===== src/sv/wpr_pkg.sv =====
// ----------------------------------------------------------------------------
// wpr_pkg
// Types, constants and codes shared by the Williams %R block.
// ----------------------------------------------------------------------------
`default_nettype none

package wpr_pkg;

  localparam int MAX_PERIOD_DEF = 1024;
  localparam int PRICE_BITS_DEF = 32;

  localparam int FIELD_BITS = 32;
  localparam int Q_BITS     = 15;
  localparam int FULL_SCALE = 25600;

  localparam int PERIOD_W = 11;
  localparam int SHIFT_W  = 6;
  localparam int CFG_W    = 11;
  localparam int CFG_IDX_W = 1;

  localparam logic [PERIOD_W-1:0] PERIOD_RESET = 11'd14;
  localparam logic [SHIFT_W-1:0]  SHIFT_RESET  = 6'd40;
  localparam logic signed [15:0]  PCT_MIN      = -16'sd25600;

  typedef enum logic [CFG_IDX_W-1:0] {
    CFG_WINDOW_PERIOD = 1'd0,
    CFG_FLAT_SHIFT    = 1'd1
  } wpr_cfg_idx_t;

  typedef enum logic [6:0] {
    ST_IDLE = 7'b0000001,
    ST_SCAN = 7'b0000010,
    ST_FIX  = 7'b0000100,
    ST_CALC = 7'b0001000,
    ST_MUL  = 7'b0010000,
    ST_DIV  = 7'b0100000,
    ST_DONE = 7'b1000000
  } wpr_state_t;

  typedef struct packed {
    logic [FIELD_BITS-1:0] high_price;
    logic [FIELD_BITS-1:0] low_price;
    logic [FIELD_BITS-1:0] close_price;
    logic                  emit_enable;
    logic                  last_bar;
  } wpr_in_t;

  typedef struct packed {
    logic signed [15:0]    percent_r;
    logic                  flat_window;
    logic [FIELD_BITS-1:0] bar_index;
  } wpr_out_t;

  typedef struct packed {
    logic              busy;
    logic              done;
    logic [Q_BITS-1:0] quotient;
  } wpr_div_stat_t;

endpackage

`default_nettype wire


===== src/sv/wpr_divider.sv =====
// ----------------------------------------------------------------------------
// wpr_divider
// Restoring divider, one quotient bit per cycle. The caller guarantees that
// the upper part of the numerator is below the divisor.
// ----------------------------------------------------------------------------
`default_nettype none

module wpr_divider import wpr_pkg::*; #(
  parameter int PRICE_BITS = PRICE_BITS_DEF
) (
  input  wire logic                         clk,
  input  wire logic                         rst_n,
  input  wire logic                         start,
  input  wire logic [PRICE_BITS+Q_BITS-1:0] num,
  input  wire logic [PRICE_BITS-1:0]        den,
  output wpr_div_stat_t                     stat
);

  localparam int CNT_W = $clog2(Q_BITS);

  logic                  busy_r, busy_nxt;
  logic                  done_r, done_nxt;
  logic [CNT_W-1:0]      cnt_r, cnt_nxt;
  logic [PRICE_BITS-1:0] rem_r, rem_nxt;
  logic [PRICE_BITS-1:0] den_r, den_nxt;
  logic [Q_BITS-1:0]     dq_r, dq_nxt;
  logic [PRICE_BITS:0]   trial;
  logic [PRICE_BITS:0]   trial_sub;
  logic                  ge;

  assign trial     = {rem_r, dq_r[Q_BITS-1]};
  assign ge        = trial >= {1'b0, den_r};
  assign trial_sub = trial - {1'b0, den_r};

  always_comb begin
    busy_nxt = busy_r;
    done_nxt = 1'b0;
    cnt_nxt  = cnt_r;
    rem_nxt  = rem_r;
    den_nxt  = den_r;
    dq_nxt   = dq_r;
    if (start) begin
      busy_nxt = 1'b1;
      cnt_nxt  = '0;
      rem_nxt  = num[PRICE_BITS+Q_BITS-1:Q_BITS];
      dq_nxt   = num[Q_BITS-1:0];
      den_nxt  = den;
    end else if (busy_r) begin
      rem_nxt = ge ? trial_sub[PRICE_BITS-1:0] : trial[PRICE_BITS-1:0];
      dq_nxt  = {dq_r[Q_BITS-2:0], ge};
      cnt_nxt = cnt_r + 1'b1;
      if (cnt_r == CNT_W'(Q_BITS - 1)) begin
        busy_nxt = 1'b0;
        done_nxt = 1'b1;
      end
    end
  end

  always_ff @(posedge clk) begin
    if (!rst_n) begin
      busy_r <= 1'b0;
      done_r <= 1'b0;
      cnt_r  <= '0;
    end else begin
      busy_r <= busy_nxt;
      done_r <= done_nxt;
      cnt_r  <= cnt_nxt;
    end
  end

  always_ff @(posedge clk) begin
    rem_r <= rem_nxt;
    den_r <= den_nxt;
    dq_r  <= dq_nxt;
  end

  assign stat.busy     = busy_r;
  assign stat.done     = done_r;
  assign stat.quotient = dq_r;

  // The partial remainder must stay below the divisor for the quotient to fit.
  assert property (@(posedge clk) disable iff (!rst_n) busy_r |-> rem_r < den_r)
    else $error("wpr_divider: partial remainder reached the divisor");

endmodule

`default_nettype wire


===== config.mk =====
export PLATFORM = sky130hd
export DESIGN_NAME = wpr_divider
export DESIGN_NICKNAME = d
export VERILOG_FILES = /design/src/sv/wpr_pkg.sv /design/src/sv/wpr_divider.sv
export SDC_FILE = /design/constraint.sdc
export NUM_CORES = 1
export LEC_CHECK = 0
export BUFFER_PORTS_ARGS = -buffer_cell sky130_fd_sc_hd__clkbuf_2
export CORE_ASPECT_RATIO = 0.5
export CORE_MARGIN = 2
export CORE_UTILIZATION = 30
export DETAILED_ROUTE_END_ITERATION = 10
export GPL_TIMING_DRIVEN = 0
export PLACE_DENSITY_LB_ADDON = 0.08
export SLEW_MARGIN = 30
export SYNTH_ARGS = -nofsm -noshare
export SYNTH_HDL_FRONTEND = slang
export SYNTH_SLANG_ARGS = --single-unit

===== constraint.sdc =====
create_clock -name clk -period 3.4 [get_ports clk]
set_input_delay 0 -clock clk [delete_from_list [all_inputs] [get_ports clk]]
set_output_delay 0 -clock clk [all_outputs]
set_load 0.03 [all_outputs]

-- After elaboration in Yosys (flattened, before gate mapping)
Index checks and enable logic that the tools add are counted.
- $add $sub $neg: 2
- $mul: 0
- div/mod/pow operators: 0
- magnitude comparators: 1
- eq/ne operators: 1
- shifts and indexed selects: 0
- multiplexer cells: 9
- bitwise operators: 2
- reductions and logical operators: 3
- operators by type and width (kind ; count):
    $mux W32 ; 3
    $ge A33 B32 Y1 ; 1
    $sub A32 B32 Y32 ; 1
    $mux W15 ; 2
    $add A4 B1 Y4 const B ; 1
    $eq A4 B4 Y1 const B ; 1
    $mux W1 ; 4
    $reduce_or A3 Y1 ; 1
    $not A1 Y1 ; 2
    $reduce_bool A2 Y1 ; 1
    $reduce_or A2 Y1 ; 1
- register bits: 85
- bits in latches: 0
- RAM bits: 0
- bits in read-only memories: 0
- bits of input ports: 82
- output and inout bits: 17
- memories: 0

-- Longest topological paths before layout
Gate-level depths: netlist of run 1.
- word-level depth: 4
- mapped depth: 13

-- Least setup slack after synthesis of run 1
OpenSTA, ideal clock, no wires.
- path type: register to register
- start: reg dq_r[14]
- end: reg rem_r[22] (data pin)
- setup time: 0.274 ns
- arrival time: 2.837 ns
- path slack: 0.289 ns
- cell stages (with the launch flop): 13
- buffers on the path: 0
- period minus slack after synthesis: 3.111 ns
- cell sequence: edfxtp_1 > inv_1 > ha_1 > inv_1 > fa_1 > a211oi_1 > o21ai_0 > a21boi_0 > nor4b_1 > o31a_1 > or3_1 > nand3_1 > a31oi_1
- cells in the longest elaborated chain, start to end: 4
- RTL lines (item ; line ; text):
    from (decl) ; wpr_divider.sv:26 ; logic [Q_BITS-1:0] dq_r, dq_nxt;
    from (signal assigned) ; wpr_divider.sv:74 ; dq_r <= dq_nxt;
    $sub A32 B32 Y32 or $ge A33 B32 Y1 (tied branches) ; wpr_divider.sv:33, wpr_divider.sv:32 ;
    $mux W32 * ; wpr_divider.sv:49 ; rem_nxt = ge ? trial_sub[PRICE_BITS-1:0] : trial[PRICE_BITS-1:0];
    $mux W32 * ; wpr_divider.sv:48 ; end else if (busy_r) begin
    $mux W32 * ; wpr_divider.sv:42 ; if (start) begin
    via rem_nxt[22] ; wpr_divider.sv:24 ; logic [PRICE_BITS-1:0] rem_r, rem_nxt;
    to (signal assigned) ; wpr_divider.sv:72 ; rem_r <= rem_nxt;
    to (decl) ; wpr_divider.sv:24 ;
The timed path passes the listed nets; every way through them passes the cells marked *. The select of a mux whose other input is x is not followed.
A chain may end at the register's enable or synchronous reset.

-- Worst setup path in the final report of run 1
- start: reg rem_r[5]
- end: reg rem_r[22] (data pin)
- cells in the longest elaborated chain, start to end: 4
- RTL lines (item ; line):
    $sub A32 B32 Y32 or $ge A33 B32 Y1 (tied branches) ; wpr_divider.sv:33, wpr_divider.sv:32
    $mux W32 * ; wpr_divider.sv:49
    $mux W32 * ; wpr_divider.sv:48
    $mux W32 * ; wpr_divider.sv:42
    via rem_nxt[22] ; wpr_divider.sv:24
Marks and branches as above.

==> flow_summary.toml, run 1 <==
[synthesis]
yosysMostFrequentCell = "edfxtp_1"
synth.area.mux_share_pct = 4.33
synth_edf_count = 79
synth_top_family_by_area = "compound AO/OA/AOI/OAI gates"
syn_inst = 547
synth_xor_area_share_pct = 3.63
synth.distinct_cells = 65
synthAdderAreaFrac_pct = 8.03
synth_compound_area_share_pct = 18.8
yosys-top-cells-count = "79 x edfxtp_1, 50 x nand2_1, 44 x inv_1, 37 x a21oi_1, 34 x ha_1"
syn-num-nets = 664
synth_area_sq_um = 5540
synth_top_cells_by_area = "edfxtp_1 43%, ha_1 7.7%, nand2_1 3.4%"
avgSynthCellArea_sq_um = 10.1
ys.flop_type = "edfxtp_1"
yosysTopAreaCell = "edfxtp_1"
synth_seq_cells = 85
yosys.area_share.simple_pct = 13.8
async_flop_share_pct = 0
yosysTopAreaCellShare_pct = 42.8
seq_area_frac_synth_pct = 45.0
synth_warnings = 0

[floorplanning]
core_sq_um = 18300
die_w_um = 196
start_util_pct = 30.4
die_area_sq_um = 19600
die_h_um = 100
io-pin-count = 99
num_rows = 35

[finish]
nets = 839
multi_input_area_sq_um = 2750
fill_cells = 1839
drive_above_1_share_pct = 24.1
syn_to_final_growth_pct = 33.5
stdcell_count = 967
fin_area_sq_um = 7400
seq_area_sq_um = 2490
antenna_cells = 0

[cts]
cts_tree = "built"
clkSinkCount = 85
numCtsBuffers = 9
root_buffer = "clkbuf_16"
path_clk_slew_ns = 0.07
clkLatencyLatePin_ns = 0.36
h-tree-depth = 3
clk_path_buf_depth = 2

[pwr]
leakage_uw = 0.00311
p_per_area_nw_per_um2 = 673
peakVddDrop_mv = 0.302

[global_route]
overflow = 0
grt_pass1_wl_mm = 25.7
antenna_found_initial = 0
grt_pass1_vias = 4705
track_usage_pct = 17.1
grt_max_degree = 34

[min_path]
min_from = "num[35]"
holdPathEnd = "rem_r[20]"
hold_depth = 2
min_path_type = "input pin to flip-flop"

[sta]
fin_crit_ns = 3.23
final_hold_viol_count = 0
fmax_ghz = 0.310
rsz0062_at_grt = "yes"
setup_violations = 0
fin_crit_sh_pct = 94.9
finalClockSkew_ns = 0.0131
worstMarginPinSlew_ns = 0.852
slew_violations = 0
max-slew-margin-rel_pct = 43.2

[drt]
vias = 4774
viasPerCell = 4.94
route.detailed.drc = 0
ant_nets = 0
finalWirelength_mm = 16.2
firstDrtPassIters = 5
drt_iter0_drc = 263
wl_per_cell_um = 16.8

[setup_path]
endpoint_kind = "flip-flop"
regToRegStartpoint = "rem_r[5]"
start_kind = "flip-flop"
crit_type = "flip-flop to flip-flop"
crit_required_ns = 3.56
r2r_end = "rem_r[22]"
reg2reg_slack_ns = 0.17
cp_max_fo = 10
worstPathArrival_ns = 3.38
r2r_cells = 11

[outcome]
status = "completed"

[placement]
finalWeightedCongestion = 0.804
placed_cell_area_sq_um = 6360
post-place-cells = 886
port_buffers = 98
hpwl_mm = 11.6

[job]
drv_cap = 0
## registers in the layout, indices dropped and copies added, names as in the netlist
name	cells
den_r	32
rem_r	32
dq_r	15
busy_r	1
cnt_r	4
done_r	1
## stage by stage
step / power [uW] / setup WS [ns] / setup TNS, ns / utilization [%] / hold WS [ns]
finish: 4980 / 0.175 / 0 / 40.5 / 0.0116
global route: 5360 / -0.00551 / -0.00551 / 40.5 / 0.00639
CTS: 4980 / 0.00141 / 0 / 40.3 / 0.00473
detailed placement: 3780 / -0.130 / -0.361 / 34.8 / 0.179
global placement: 3770 / -1.42 / -66.80 / 34.7 / 0.176
floorplan: 3170 / 0.289 / 0 / - / 0.0989
## worst max-delay path by stage
stage / start / end / depth (start not counted)
finish: rem_r[5] / rem_r[22] / 11
global route: rem_r[15] / rem_r[25] / 12
CTS: rem_r[9] / rem_r[25] / 12
detailed placement: dq_r[14] / rem_r[24] / 12
global placement: start / rem_r[16] / 6
floorplan: dq_r[14] / rem_r[22] / 12
## cells in the final DEF, fill, tap and decap left out, types with 3 or more instances in the layout
cell	n
nand4_1	10
dlygate4sd3_1	66
o21a_1	7
inv_1	44
mux2_2	16
nand2_1	49
buf_4	7
nor2_1	33
clkbuf_8	4
xnor2_1	14
o2111ai_1	3
or2_2	3
o21ai_0	27
mux2i_1	6
o21ai_2	4
and3_1	5
ha_1	33
a2111oi_0	4
nor2b_1	7
or3_1	3
a31oi_1	19
nor3_1	8
a221o_1	4
edfxtp_1	79
a2bb2oi_1	5
nand3_1	19
a21oi_1	36
xor2_1	9
clkbuf_16	9
dfxtp_1	6
buf_6	5
clkbuf_2	97
a21o_1	10
clkbuf_1	11
o21bai_1	4
o211ai_1	4
a211o_1	3
## power by group
part | switching, uW | internal, uW | total, uW
Clock | 439 | 667 | 1110
Sequential | 95.8 | 1380 | 1480
Combinational | 1380 | 1010 | 2390
## cells by family after synthesis
kind of cell,count (synthesis)
simple gates,156
compound gates,154
flops,85
fa+ha+maj,35
mux,22
xor+xnor,23
buf+inv,72
## area by class of cell
class	count	share of cell area, %
clock inverters	5	1.13
flip-flops and latches	85	33.7
repair buffers	167	16.0
clock buffers	11	3.28
well taps	240	4.06
multi-input cells	390	37.1
inverters	44	2.23
plain buffers	25	2.45
## layer usage
metal | track usage [%] | vias to the layer above | wire length [um]
met5 | 0 | - | 0
met4 | 3.50 | 0 | 125
met3 | 4.10 | 10 | 804
met2 | 25.8 | 111 | 6640
met1 | 25.1 | 2267 | 8630
li1 | - | 2386 | -
## repair_timing
item | 4_1_cts | 5_1_grt
gates resized for setup | 2 | 10
pin swaps | 0 | 2
hold buffers | 66 | 0
endpoints found under the setup margin | 5 | 33
buffers inserted | 0 | 2
endpoints found under the hold margin | 71 | 0
## worst max-delay path, stage by stage (launching register included)
cell      delay, ns
edfxtp_1       0.39
ha_2           0.34
a211o_1        0.32
a21oi_2        0.17
or4b_4         0.51
a21oi_4        0.20
o21ai_2        0.15
o21ai_2        0.20
buf_6          0.19
buf_4          0.22
nand2_1        0.07
a31oi_1        0.27
Power figures use the tool's default switching activity.
==> run 2: changes to the inputs <==
--- a/config.mk
+++ b/config.mk
@@ -6,6 +6,8 @@
 export NUM_CORES = 1
 export LEC_CHECK = 0
 export BUFFER_PORTS_ARGS = -buffer_cell sky130_fd_sc_hd__clkbuf_2
+export CELL_PAD_IN_SITES_DETAIL_PLACEMENT = 1
+export CELL_PAD_IN_SITES_GLOBAL_PLACEMENT = 1
 export CORE_ASPECT_RATIO = 0.5
 export CORE_MARGIN = 2
 export CORE_UTILIZATION = 30
==> run 2 against run 1 <==
Clock skew about the same. Register-to-register slack about the same. Critical path depth up 1. Utilization up 0.096 points.
==> flow_summary.toml, run 2 (synthesis results as in run 1) <==
[sta]
rsz0062_at_grt = "no"
fmax_ghz = 0.310
fin_setup_tns_ns = 0
worstMarginPinSlew_ns = 0.915
max-slew-margin-rel_pct = 39.0
fin_crit_ns = 3.23
slew_violations = 0
fin_ws_ns = 0.173
finalClockSkew_ns = 0.0134
final_hold_viol_count = 0
setup_violations = 0
fin_crit_sh_pct = 94.9

[setup_path]
start_kind = "flip-flop"
worstPathArrival_ns = 3.28
crit_required_ns = 3.45
cpPeakStageDelay_ns = 0.44
r2r_cells = 12
cpMostUsedCell = "inv_1"
cp_slowest_cell = "fa_1"
crit_type = "flip-flop to flip-flop"
endpoint_kind = "flip-flop"
cp_max_fo = 6
path_cells = "inv_1, ha_1, inv_1, fa_1, a211oi_2, o21ai_2, a21boi_2, nor4b_1, o31a_1, or3_1, nand3_1, a31oi_1"

[floorplanning]
core_sq_um = 18300
start_util_pct = 30.4
num_rows = 35
die_h_um = 100
io-pin-count = 99
die_area_sq_um = 19600
die_w_um = 196

[job]
drv_cap = 0

[drt]
ant_nets = 0
route.detailed.drc = 0
vias = 4847
viasPerCell = 5.01
firstDrtPassIters = 4
finalWirelength_mm = 17.6
drt_iter0_drc = 186
wl_per_cell_um = 18.2

[placement]
finalWeightedCongestion = 0.833
post-place-cells = 886
hpwl_mm = 12.9
port_buffers = 98
pre_cts_ws_ns = -0.151

[cts]
cts_tree = "built"
clk_path_buf_depth = 2
numCtsBuffers = 9
clkSinkCount = 85
clkLatencyLatePin_ns = 0.36
path_clk_slew_ns = 0.07
h-tree-depth = 3
root_buffer = "clkbuf_16"

[pwr]
leakage_uw = 0.00312
peakVddDrop_mv = 0.282
p_per_area_nw_per_um2 = 682
total_power_uw = 5060

[finish]
final_util_pct = 40.6
nets = 839
stdcell_count = 967
syn_to_final_growth_pct = 33.8
reg_top3 = "den_r (32), rem_r (32), dq_r (15)"
final_common_cell = "clkbuf_2"
drive_above_1_share_pct = 24.8
mostFrequentLayoutCells = "97 x clkbuf_2, 79 x edfxtp_1, 64 x dlygate4sd3_1, 49 x nand2_1, 44 x inv_1"
antenna_cells = 0

[global_route]
overflow = 0
grt_pass1_vias = 5020
track_usage_pct = 18.7
grt_pass1_wl_mm = 27.8
antenna_found_initial = 0
grt_max_degree = 34

[min_path]
hold_depth = 3
min_path_type = "input pin to flip-flop"

[outcome]
status = "completed"
## run 2: critical path: cells and delay by family (launching register included)
kind	cells	cell delay, ns
and+or+nand+nor	3	0.51
buffers and inverters	2	0.15
adders and majority gates	2	0.64
DFF	1	0.39
AOI/OAI and AO/OA	5	1.22
## run 2: per-stage QoR
step | hold WS (ns) | instance area, sq um
CTS | 0.000990 | 7330
global route | 0.0172 | 7420
finish | 0.0103 | 7420
detailed placement | 0.179 | 6360
floorplan | 0.0989 | 5540
global placement | 0.176 | 6330
## run 2: final timing paths
path / from / end / slack [ns]
max: dq_r[14] / rem_r[22] / 0.17
min: num[25] / rem_r[10] / 0.01
max reg2reg: dq_r[14] / rem_r[22] / 0.17
min reg2reg: cnt_r[3] / done_r / 0.51
## run 2: where the power goes
part | switching, uW | total [uW] | internal, uW
combinational | 1430 | 2480 | 1040
clock | 444 | 1090 | 648
sequential | 104 | 1490 | 1390
## run 2: layer usage
metal / share of wire [%] / vias up / wire length, um / GRT usage [%]
met4: 0.63 / 0 / 110 / 3.32
met1: 52 / 2380 / 9120 / 26.9
met2: 44 / 86 / 7740 / 29.3
li1: - / 2373 / - / -
met5: 0 / - / 0 / 0
met3: 3.4 / 8 / 590 / 3.76
## run 2: cell type report
cell class                 instances  area, sq um
buffer                            25          189
timing repair buffer             167         1180
multi-input combinational        390         2770
inverter                          44          165
clock inverter                     5         85.1
sequential                        85         2490
clock buffer                      11          233
tap                              240          300
fill                            2078        10800
## run 2: timing repair
action,CTS,global route
hold endpoints to repair,68,0
setup buffers,0,4
gates resized for setup,4,14
pin swaps,0,3
setup endpoints to repair,5,32
hold buffers,64,0
